**config.mk**
```make
export PLATFORM = sky130hd
export DESIGN_NAME = boot_image_verifier_unit
export DESIGN_NICKNAME = d
export VERILOG_FILES = /design/src/hw/rtl/biv_pkg.sv /design/src/hw/rtl/biv_cfg_regs.sv /design/src/hw/rtl/biv_check_core.sv /design/src/hw/rtl/boot_image_verifier_unit.sv
export VERILOG_INCLUDE_DIRS = /design/src /design/src/hw/rtl
export SDC_FILE = /design/constraint.sdc
export NUM_CORES = 1
export LEC_CHECK = 0
export BUFFER_PORTS_ARGS = -buffer_cell sky130_fd_sc_hd__buf_2
export CAP_MARGIN = 40
export CORE_MARGIN = 1.5
export CORE_UTILIZATION = 45
export DETAILED_ROUTE_END_ITERATION = 12
export PLACE_DENSITY_LB_ADDON = 0.05
export SETUP_SLACK_MARGIN = 0.05
export SYNTH_ARGS = -nofsm -noshare
export SYNTH_HDL_FRONTEND = slang
export SYNTH_SLANG_ARGS = --single-unit
```
**constraint.sdc**
```tcl
create_clock -name clk_i -period 9.4 [get_ports clk_i]
set_input_delay 2.82 -clock clk_i [delete_from_list [all_inputs] [get_ports clk_i]]
set_output_delay 2.82 -clock clk_i [all_outputs]
set_load 0.01 [all_outputs]
```
**src/hw/rtl/boot_image_verifier_unit_assert.svh**
```systemverilog
// assertion helpers for the boot image verifier
`ifndef BOOT_IMAGE_VERIFIER_UNIT_ASSERT_SVH
`define BOOT_IMAGE_VERIFIER_UNIT_ASSERT_SVH

// checked on every edge out of reset
`define BIV_ASSERT(lbl, prop) \
  lbl: assert property (@(posedge clk_i) disable iff (!rst_ni) prop) \
    else $error("boot image verifier: check failed");

// checked on every edge, reset included
`define BIV_ASSERT_ALWAYS(lbl, prop) \
  lbl: assert property (@(posedge clk_i) prop) \
    else $error("boot image verifier: check failed");

`endif

```
**src/hw/rtl/biv_pkg.sv**
```systemverilog
`timescale 1ns / 1ps

package biv_pkg;

  localparam logic [31:0] CrcPoly     = 32'hEDB8_8320;
  localparam logic [31:0] AllOnes     = 32'hFFFF_FFFF;
  localparam logic [31:0] MinSize     = 32'd8;
  localparam logic [31:0] SramBaseRst = 32'h2000_0000;
  localparam logic [31:0] SramEndRst  = 32'h2002_0000;
  localparam int unsigned CfgIdxW     = 3;

  localparam logic FUNC_HEADER = 1'b0;
  localparam logic FUNC_DATA   = 1'b1;

  typedef enum logic [1:0] {
    ST_VALID     = 2'd0,
    ST_BAD_MANIF = 2'd1,
    ST_BAD_VECT  = 2'd2,
    ST_BAD_CRC   = 2'd3
  } status_e;

  typedef enum logic [CfgIdxW-1:0] {
    CFG_MAGIC     = 3'd0,
    CFG_VERSION   = 3'd1,
    CFG_APP_BASE  = 3'd2,
    CFG_APP_END   = 3'd3,
    CFG_SRAM_BASE = 3'd4,
    CFG_SRAM_END  = 3'd5
  } cfg_idx_e;

  typedef struct packed {
    logic [31:0] expected_magic;
    logic [31:0] expected_version;
    logic [31:0] app_base;
    logic [31:0] app_end;
    logic [31:0] sram_base;
    logic [31:0] sram_end;
  } cfg_t;

  typedef struct packed {
    logic        func;
    logic [31:0] magic;
    logic [31:0] manif_version;
    logic [31:0] load_addr;
    logic [31:0] image_len;
    logic [31:0] image_crc;
    logic [7:0]  data_byte;
  } item_t;

  typedef struct packed {
    status_e     status;
    logic [31:0] computed_crc;
  } result_t;

  // reflected crc-32, one byte, bits unrolled
  function automatic logic [31:0] crc_byte(input logic [31:0] crc_in, input logic [7:0] b);
    logic [31:0] c;
    c = crc_in ^ {24'd0, b};
    for (int k = 0; k < 8; k++) begin
      c = (c >> 1) ^ (CrcPoly & {32{c[0]}});
    end
    return c;
  endfunction

endpackage

```
**src/hw/rtl/biv_cfg_regs.sv**
```systemverilog
`timescale 1ns / 1ps

module biv_cfg_regs (
  input  logic                        clk_i,
  input  logic                        rst_ni,
  input  logic                        cfg_we_i,
  input  logic [biv_pkg::CfgIdxW-1:0] cfg_index_i,
  input  logic [31:0]                 cfg_wdata_i,
  output biv_pkg::cfg_t               cfg_o
);
  import biv_pkg::*;

  cfg_t cfg_q, cfg_d;

  always_comb begin
    cfg_d = cfg_q;
    if (cfg_we_i) begin
      unique case (cfg_index_i)
        CFG_MAGIC:     cfg_d.expected_magic   = cfg_wdata_i;
        CFG_VERSION:   cfg_d.expected_version = cfg_wdata_i;
        CFG_APP_BASE:  cfg_d.app_base         = cfg_wdata_i;
        CFG_APP_END:   cfg_d.app_end          = cfg_wdata_i;
        CFG_SRAM_BASE: cfg_d.sram_base        = cfg_wdata_i;
        CFG_SRAM_END:  cfg_d.sram_end         = cfg_wdata_i;
        default: ;
      endcase
    end
  end

  always_ff @(posedge clk_i or negedge rst_ni) begin
    if (!rst_ni) begin
      cfg_q.expected_magic   <= '0;
      cfg_q.expected_version <= '0;
      cfg_q.app_base         <= '0;
      cfg_q.app_end          <= '0;
      cfg_q.sram_base        <= SramBaseRst;
      cfg_q.sram_end         <= SramEndRst;
    end else begin
      cfg_q <= cfg_d;
    end
  end

  assign cfg_o = cfg_q;

endmodule

```
**src/hw/rtl/biv_check_core.sv**
```systemverilog
`timescale 1ns / 1ps

module biv_check_core (
  input  logic              clk_i,
  input  logic              rst_ni,
  input  logic              item_valid_i,
  input  biv_pkg::item_t    item_i,
  input  biv_pkg::cfg_t     cfg_i,
  output logic              res_valid_o,
  output biv_pkg::result_t  res_o
);
  import biv_pkg::*;

  logic            active_q, active_d;
  logic [31:0]     crc_q, crc_d;
  logic [31:0]     remain_q, remain_d;
  logic [3:0]      idx_q, idx_d;
  logic [31:0]     exp_crc_q, exp_crc_d;
  logic [31:0]     size_q, size_d;
  logic [3:0][7:0] stack_q, stack_d;
  logic [3:0][7:0] rvec_q, rvec_d;

  logic [31:0] max_size, crc_nx, final_crc, target, img_end;
  logic        manif_bad, vec_ok;

  always_comb begin
    active_d  = active_q;
    crc_d     = crc_q;
    remain_d  = remain_q;
    idx_d     = idx_q;
    exp_crc_d = exp_crc_q;
    size_d    = size_q;
    stack_d   = stack_q;
    rvec_d    = rvec_q;
    res_valid_o = 1'b0;
    res_o.status       = ST_VALID;
    res_o.computed_crc = '0;

    max_size  = cfg_i.app_end - cfg_i.app_base;
    img_end   = cfg_i.app_base + size_q;
    manif_bad = (item_i.magic != cfg_i.expected_magic)
             || (item_i.manif_version != cfg_i.expected_version)
             || (item_i.load_addr != cfg_i.app_base)
             || (item_i.image_len < MinSize)
             || (item_i.image_len > max_size);

    crc_nx    = crc_byte(crc_q, item_i.data_byte);
    final_crc = ~crc_nx;
    target    = '0;
    vec_ok    = 1'b0;

    if (item_valid_i) begin
      if (item_i.func == FUNC_HEADER) begin
        crc_d   = AllOnes;
        idx_d   = '0;
        stack_d = '0;
        rvec_d  = '0;
        if (manif_bad) begin
          active_d           = 1'b0;
          res_valid_o        = 1'b1;
          res_o.status       = ST_BAD_MANIF;
        end else begin
          active_d  = 1'b1;
          remain_d  = item_i.image_len;
          exp_crc_d = item_i.image_crc;
          size_d    = item_i.image_len;
        end
      end else if (active_q) begin
        crc_d    = crc_nx;
        remain_d = remain_q - 32'd1;
        // first eight bytes form the stack pointer and reset vector
        if (idx_q < 4'd4) begin
          stack_d[idx_q[1:0]] = item_i.data_byte;
        end else if (idx_q < 4'd8) begin
          rvec_d[idx_q[1:0]] = item_i.data_byte;
        end
        if (idx_q < 4'd8) begin
          idx_d = idx_q + 4'd1;
        end
        if (remain_q == 32'd1) begin
          target = {rvec_d[3:1], rvec_d[0][7:1], 1'b0};
          vec_ok = (stack_d > cfg_i.sram_base) && (stack_d <= cfg_i.sram_end)
                && (stack_d[0][1:0] == 2'b00) && rvec_d[0][0]
                && (target >= cfg_i.app_base) && (target < img_end);
          active_d           = 1'b0;
          res_valid_o        = 1'b1;
          res_o.computed_crc = final_crc;
          priority if (!vec_ok) begin
            res_o.status = ST_BAD_VECT;
          end else if (final_crc != exp_crc_q) begin
            res_o.status = ST_BAD_CRC;
          end else begin
            res_o.status = ST_VALID;
          end
        end
      end
    end
  end

  always_ff @(posedge clk_i or negedge rst_ni) begin
    if (!rst_ni) begin
      active_q <= 1'b0;
      idx_q    <= '0;
    end else begin
      active_q <= active_d;
      idx_q    <= idx_d;
    end
  end

  always_ff @(posedge clk_i) begin
    crc_q     <= crc_d;
    remain_q  <= remain_d;
    exp_crc_q <= exp_crc_d;
    size_q    <= size_d;
    stack_q   <= stack_d;
    rvec_q    <= rvec_d;
  end

endmodule

```
**src/hw/rtl/boot_image_verifier_unit.sv**
```systemverilog
`timescale 1ns / 1ps

// Boot image verifier. A header word (func 0) carries the manifest; it is
// checked against the configured magic, version, application base and a size
// of 8 up to (app_end - app_base), and a failing header gives a bad-manifest
// result at once. A good header opens a check; each data word (func 1) then
// feeds one image byte into a reflected CRC-32, the first eight bytes also
// forming the stack pointer and reset vector, and after the last byte one
// result word gives the status (bad vector table, then bad CRC, then valid)
// and the computed CRC. Data words outside a check and a good header give no
// result. One word is taken every cycle while the output is not stalled; a
// result passes from the input register through the byte-wide CRC update
// into the result register. The user must write configuration only while no
// word is in flight; the block itself does not enforce this.

module boot_image_verifier_unit (
  input  logic                        clk_i,
  input  logic                        rst_ni,
  input  logic                        in_valid_i,
  output logic                        in_stall_o,
  input  logic                        func_i,
  input  logic [31:0]                 magic_i,
  input  logic [31:0]                 manif_version_i,
  input  logic [31:0]                 load_addr_i,
  input  logic [31:0]                 image_len_i,
  input  logic [31:0]                 image_crc_i,
  input  logic [7:0]                  data_byte_i,
  output logic                        out_valid_o,
  input  logic                        out_stall_i,
  output logic [1:0]                  status_o,
  output logic [31:0]                 computed_crc_o,
  input  logic                        cfg_we_i,
  input  logic [biv_pkg::CfgIdxW-1:0] cfg_index_i,
  input  logic [31:0]                 cfg_wdata_i
);
  import biv_pkg::*;

  cfg_t    cfg;
  item_t   item_q;
  logic    in_valid_q;
  logic    advance, load;
  logic    res_valid;
  result_t res;
  logic    out_valid_q;
  result_t out_q;

  biv_cfg_regs u_cfg (
    .clk_i       (clk_i),
    .rst_ni      (rst_ni),
    .cfg_we_i    (cfg_we_i),
    .cfg_index_i (cfg_index_i),
    .cfg_wdata_i (cfg_wdata_i),
    .cfg_o       (cfg)
  );

  // the input register moves on whenever the result register is free or draining
  assign advance    = in_valid_q && (!out_valid_q || !out_stall_i);
  assign in_stall_o = in_valid_q && !advance;
  assign load       = in_valid_i && !in_stall_o;

  always_ff @(posedge clk_i or negedge rst_ni) begin
    if (!rst_ni) begin
      in_valid_q <= 1'b0;
    end else if (load) begin
      in_valid_q <= 1'b1;
    end else if (advance) begin
      in_valid_q <= 1'b0;
    end
  end

  always_ff @(posedge clk_i) begin
    if (load) begin
      item_q.func          <= func_i;
      item_q.magic         <= magic_i;
      item_q.manif_version <= manif_version_i;
      item_q.load_addr     <= load_addr_i;
      item_q.image_len     <= image_len_i;
      item_q.image_crc     <= image_crc_i;
      item_q.data_byte     <= data_byte_i;
    end
  end

  biv_check_core u_core (
    .clk_i        (clk_i),
    .rst_ni       (rst_ni),
    .item_valid_i (advance),
    .item_i       (item_q),
    .cfg_i        (cfg),
    .res_valid_o  (res_valid),
    .res_o        (res)
  );

  always_ff @(posedge clk_i or negedge rst_ni) begin
    if (!rst_ni) begin
      out_valid_q <= 1'b0;
    end else if (advance && res_valid) begin
      out_valid_q <= 1'b1;
    end else if (!out_stall_i) begin
      out_valid_q <= 1'b0;
    end
  end

  always_ff @(posedge clk_i) begin
    if (advance && res_valid) begin
      out_q <= res;
    end
  end

  assign out_valid_o    = out_valid_q;
  assign status_o       = out_q.status;
  assign computed_crc_o = out_q.computed_crc;

`include "boot_image_verifier_unit_assert.svh"

  `BIV_ASSERT_ALWAYS(a_manif_crc, out_valid_o && status_o == ST_BAD_MANIF |-> computed_crc_o == '0)
  `BIV_ASSERT(a_stall_when_blocked, in_valid_q && out_valid_q && out_stall_i |-> in_stall_o)
  `BIV_ASSERT(a_result_from_advance, $rose(out_valid_o) |-> $past(advance))

endmodule
```
Yosys cells after proc, flatten, opt, wreduce, memory -nomap -nowiden
Index checks and enable logic that the tools add are counted.
{ "word_totals": {"regBits": 594, "inputBits": 209, "out_inout_bits": 36, "word_cells": 145} }
{ "op_classes": {"add_sub_neg": 4, "n_lt_le_gt_ge": 10, "n_eq_ne": 14, "n_mux": 41, "bitwise_logic": 12, "n_reduce_logical": 33} }
{ "ops": {"columns": ["cell", "count"], "rows": [
  ["32-bit 2-to-1 mux", 15],
  ["31-bit by 32-bit bitwise XOR with 32-bit output", 8],
  ["32-bit inequality test", 4],
  ["34-bit 2-to-1 mux", 2],
  ["32-bit bitwise mux", 2],
  ["32-bit > comparator", 2],
  ["32-bit adder", 1],
  ["32-bit by 1-bit equality test with 1-bit output, second input constant", 1],
  ["32-bit >= comparator", 1],
  ["32-bit less-or-equal comparator", 1],
  ["32-bit < comparator", 1],
  ["32-bit by 4-bit < comparator with 1-bit output, second input constant", 1],
  ["32-bit inverter", 1],
  ["32-bit by 1-bit subtractor with 32-bit output, second input constant", 1],
  ["32-bit subtractor", 1],
  ["32-bit by 8-bit bitwise XOR with 32-bit output", 1],
  ["8-bit demux with 2-bit select", 1],
  ["1-bit 2-to-1 mux", 14],
  ["2-bit AND reduction", 7],
  ["4-bit 2-to-1 mux", 3],
  ["1-bit logical AND", 10],
  ["3-bit AND reduction", 3],
  ["8-bit 2-to-1 mux", 1],
  ["3-bit by 2-bit equality test with 1-bit output, second input constant", 2],
  ["other kinds (17)", 30]
]} }

Logic depth before layout (Yosys ltp)
{ "logic_depth": {"ltp_word": 19, "mapped_depth": 23} }

Cells and area by module
Synthesis repeated with hierarchy kept, for this count alone.
{ "unflattened": {"hier_cells": 2444, "area_unflattened_um2": 31272.5} }
{ "by_module_without_submodules": {"columns": ["module", "n_inst", "cells_each", "area_each_um2", "seq_area_each_um2"], "rows": [
  ["biv_check_core", 1, 1818, 17709.5, 5890.6],
  ["biv_cfg_regs", 1, 412, 7368.3, 4808.4],
  ["boot_image_verifier_unit", 1, 214, 6194.7, 6145.9]
]} }

Least setup slack after synthesis
OpenSTA, ideal clock, no wires.
{ "synth_path": {"kind": "input port to flip-flop", "from": "in out_stall_i", "to": "reg u_core.remain_q[0] (enable)", "setup_time_ns": 0.470, "t_arrival_ns": 10.445, "required_time_ns": 8.930, "setup_slack_ns": -1.516, "path_stages": 4, "n_path_buf": 0, "path_cell_list": "nand2_1 nand2_1 a21oi_1 a21boi_0"} }
{ "synth_between": {"elab_chain_len": 4} }
{ "synth_rtl": {"columns": ["item", "line", "text"], "rows": [
  ["from (decl)", "boot_image_verifier_unit.sv:29", "input logic out_stall_i,"],
  ["1-bit logical NOT", null, null],
  ["1-bit logical OR", "boot_image_verifier_unit.sv:57", "assign advance = in_valid_q && (!out_valid_q || !out_stall_i);"],
  ["1-bit logical AND", "boot_image_verifier_unit.sv:57", null],
  ["3-bit AND reduction (no source line)", null, null],
  ["to (signal assigned)", "biv_check_core.sv:112", "remain_q <= remain_d;"],
  ["to (decl)", "biv_check_core.sv:16", "logic [31:0] remain_q, remain_d;"]
]} }
No other way between the ends.
A chain may end at the register's enable or synchronous reset.

Worst setup path after layout
{ "layout_path": {"from": "reg u_cfg.cfg_q (netlist bit u_cfg.cfg_o[96])", "to": "reg out_q (netlist bit computed_crc_o[12]) (enable)"} }
{ "layout_between": {"elab_chain_len": 8, "elab_cells_between_ends": 10, "classes_between": "add/sub (1); order compare (1); eq/ne (1); mux (3); reduce/logical (4)"} }
{ "layout_rtl": {"columns": ["item", "line", "text"], "rows": [
  ["from (decl)", "biv_cfg_regs.sv:13", "cfg_t cfg_q, cfg_d;"],
  ["from (signal assigned)", "biv_cfg_regs.sv:39", "cfg_q <= cfg_d;"],
  ["parallel branches: the longest is 3 deep, another holds 32-bit subtractor", null, null],
  ["1-bit logical OR (*)", "biv_check_core.sv:45", "|| (item_i.image_len > max_size);"],
  ["1-bit 2-to-1 mux (*)", "biv_check_core.sv:58", "if (manif_bad) begin"],
  ["1-bit 2-to-1 mux (*)", "biv_check_core.sv:53", "if (item_i.func == FUNC_HEADER) begin"],
  ["1-bit 2-to-1 mux (*)", "biv_check_core.sv:52", "if (item_valid_i) begin"],
  ["1-bit logical AND (*)", "boot_image_verifier_unit.sv:104", "if (advance && res_valid) begin"],
  ["to (signal assigned)", "boot_image_verifier_unit.sv:105", "out_q <= res;"],
  ["to (decl)", "boot_image_verifier_unit.sv:45", "result_t out_q;"]
]} }
Mark *: on every way between the ends.

==> impl_metrics.csv <==
group,metric,value,unit
power_and_ir_drop,max-vdd-ir-drop,0.000168,V
synth,synth_top_area_share,38.2,%
sta,period_needed,6.99,ns
synth,synthCells,2488,
placed_design,place.port_buffers,244,
drt,wire_per_inst,24.7,µm
synth,netlist_area,31000,µm²
drt,ant_nets,0,
global_routing,grt_use_total,26.3,%
sta,clock.fmax,143,MHz
clock_tree,numCtsBuffers,70,
synth,synthesis.nets,2925,
cells_and_area,layout_common_cells,"edfxtp_1 (395), buf_2 (244), ha_1 (226)",
critical_path,cp_max_fo,21,
clock_tree,path_clk_slew,0.06,ns
sta,worst_clock_skew,0.0212,ns
placed_design,dp_hpwl,69400,µm
global_routing,antenna_found_initial,15,
min_path,holdPathEnd,"u_core.exp_crc_q[24]$_DFFE_PP_",
sta,final.period_utilization,74.4,%
floorplanning,die_h,266,µm
clock_tree,root_buffer,"clkbuf_16",
sta,slew_headroom,38.6,%
floorplanning,die_area,70500,µm²
min_path,holdPathStages,0,
min_path,min_from,"item_q[32]$_DFFE_PP_",
cells_and_area,drive_above_1_share,22.5,%
drt,drcViolationCount,0,
clock_tree,clk_path_buf_depth,3,
synth,yosysWarnings,0,
synth,synthArstFlopShare,33.5,%
cells_and_area,final_common_cell,"edfxtp_1",
synth,ys.flop_type,"edfxtp_1",
clock_tree,cts_max_level,3,
critical_path,endpoint_kind,"flop",
clock_tree,cts_setup_buffers,0,
critical_path,arrival,7.34,ns
critical_path,crit_start,"u_cfg.cfg_o[96]$_DFFE_PN0P_",
global_routing,grt_pass1_vias,20900,
floorplanning,placeableCoreArea,68500,µm²
clock_tree,clk_latency,0.62,ns
cells_and_area,seqCellArea,16800,µm²
run_status,status,"completed",
synth,yosysSeqAreaShare,54.3,%
synth,ys_ff_latch,594,
global_routing,overflow,0,
drt,first_pass_iters,5,
synth,synthTopCellsByArea,"edfxtp_1 (38%), dfrtp_1 (16%), ha_1 (9.1%), mux2_2 (7.0%), xnor2_1 (4.4%)",
synth,synth_edf_count,395,
critical_path,r2r-start,"u_cfg.cfg_o[96]$_DFFE_PN0P_",
sta,drv_slew,0,
synth,synth_area_leader_cell,"edfxtp_1",
power_and_ir_drop,p_leak,14.4,nW
clock_tree,cts-hold-fix-buffers,0,
min_path,holdCritPathClass,"reg -> reg",
critical_path,required,9.75,ns
sta,holdWs,0.412,ns
sta,fin_tns_setup,0,ns
drt,viasPerCell,5.54,
global_routing,grt_pass1_wl,136000,µm
floorplanning,die_x,266,µm
sta,setup_violations,0,
floorplanning,rows,96,
floorplanning,ios,245,
critical_path,rrSetupSlack,2.41,ns
synth,yosys.cell_types.count,85,
power_and_ir_drop,p_per_area,235,nW/µm²
cells_and_area,multi_input_area,13500,µm²
critical_path,cp-start-kind,"flop",
clock_tree,tritoncts,"yes",
placed_design,gp_congestion,0.921,
sta,max_slew.worst_pin.slew,0.916,ns
global_routing,grt_max_degree,108,
drt,vias,20600,
cells_and_area,final_nets,3211,
drt,wl,91700,µm
clock_tree,cts_sinks,594,
synth,syn_avg_cell_area,12.5,µm²
drt,dr.first_iter.drc_count,1513,
critical_path,path_class,"reg -> reg",
sta,grt_setup_unrepaired,"false",
cells_and_area,n_antenna_cell,0,
clock_tree,cts_resized,0,
sta,timing_hold_violations_final,0,
cells_and_area,final_core_util,52.3,%
cells_and_area,nFillCells,6029,
critical_path,rr_endpoint,"computed_crc_o[12]$_SDFFCE_PN0P_",
job,cap_violations,0,
critical_path,rr_worst_depth,22,
floorplanning,start_util,45.3,%
cells_and_area,area_growth,15.3,%
-- cells by family after synthesis --
| family | count (synthesis) | share of synthesized area [%] |
|---|---|---|
| simple gates | 617 | 10.3 |
| flops | 594 | 54.3 |
| compound gates | 396 | 7.92 |
| xor+xnor | 279 | 8.80 |
| fa+ha+maj | 228 | 9.24 |
| mux | 197 | 7.13 |
| buf+inv | 177 | 2.29 |
-- power breakdown --
part / internal (mW) / switching (mW)
clock network: 1.54 / 1.12
logic: 1.03 / 1.39
registers: 3.11 / 0.199
-- cells in the mapped netlist (27+ instances only) --
cell type    n
nand2b_1    35
a21oi_1    112
nor2_1     134
o21ai_0    127
xor2_1     101
nor3_1      35
edfxtp_1   395
ha_1       226
and2_1      65
nor2b_1     27
nand3_1     29
nor4_1      29
clkbuf_1    46
inv_1      118
nand4_1     58
xnor2_1    155
a21o_1      46
nand2_1    140
mux2_2     193
dfrtp_1    196
-- worst max path at each step --
stage | slack, ns | depth (start not counted) | endpoint
after floorplan | 0.70 | 4 | u_core.remain_q[0]$_DFFE_PP_
after global placement | 2.26 | 21 | u_core.exp_crc_q[11]$_DFFE_PP_
after detailed placement | 2.48 | 22 | computed_crc_o[18]$_SDFFCE_PN0P_
after CTS | 2.44 | 22 | computed_crc_o[12]$_SDFFCE_PN0P_
after global routing | 2.05 | 22 | computed_crc_o[10]$_SDFFCE_PN0P_
final | 2.41 | 22 | computed_crc_o[12]$_SDFFCE_PN0P_
-- through the flow --
step	worst slack (ns)	instance area (µm²)	power (mW)	cells
final	2.41	35800	8.40	3713
after global routing	2.05	35800	8.84	3713
after CTS	2.44	35800	8.46	3713
after detailed placement	2.48	33500	5.77	3584
after global placement	2.26	33300	5.71	3572
after floorplan	0.703	31000	4.99	2488
-- layer usage --
| metal | up-vias | GRT usage [%] | part of all wire [%] |
|---|---|---|---|
| li1 | 9677 | - | - |
| met1 | 10200 | 33.8 | 42 |
| met2 | 535 | 46.3 | 50 |
| met3 | 128 | 3.38 | 4.5 |
| met4 | 0 | 7.97 | 3.0 |
| met5 | - | 0 | 0 |
-- registers in the layout (all words and copies together), names as in the netlist --
| register | cells |
|---|---|
| u_core.rvec_q | 32 |
| out_valid_o | 1 |
| u_core.remain_q | 32 |
| u_core.stack_q | 32 |
| u_core.crc_q | 32 |
| item_q | 169 |
| u_core.exp_crc_q | 32 |
| u_core.size_q | 32 |
| status_o | 2 |
| computed_crc_o | 32 |
| u_core.idx_q | 4 |
| u_core.active_q | 1 |
| u_cfg.cfg_o | 192 |
| in_valid_q | 1 |
-- worst max-delay path: stages, from the launching register on --
cell	delay, ns
dfrtp_1	0.44
ha_1	0.20
inv_1	0.06
fa_1	0.41
nand2_1	0.13
a2111oi_0	0.14
nor3_1	0.54
o21ai_0	0.38
a221oi_1	0.67
o211a_1	0.26
o21bai_1	0.08
a21oi_1	0.18
xor2_1	0.09
ha_1	0.30
nand4_1	0.15
nor3_1	0.43
and4_1	0.32
nand4_1	0.16
o211a_1	0.17
a2111o_1	0.57
nand2_1	0.23
nand2_1	0.39
buf_4	0.41
-- cell type report --
type                            instances  share of cell area, %
Sequential cell                       594                   47.1
Multi-Input combinational cell       1717                   37.8
Clock buffer                           99                   5.54
Timing Repair Buffer                  273                   4.51
Tap cell                              882                   3.08
Inverter                              118                   1.24
Clock inverter                         30                  0.738
Note: power is estimated with default switching activity, not from simulation.
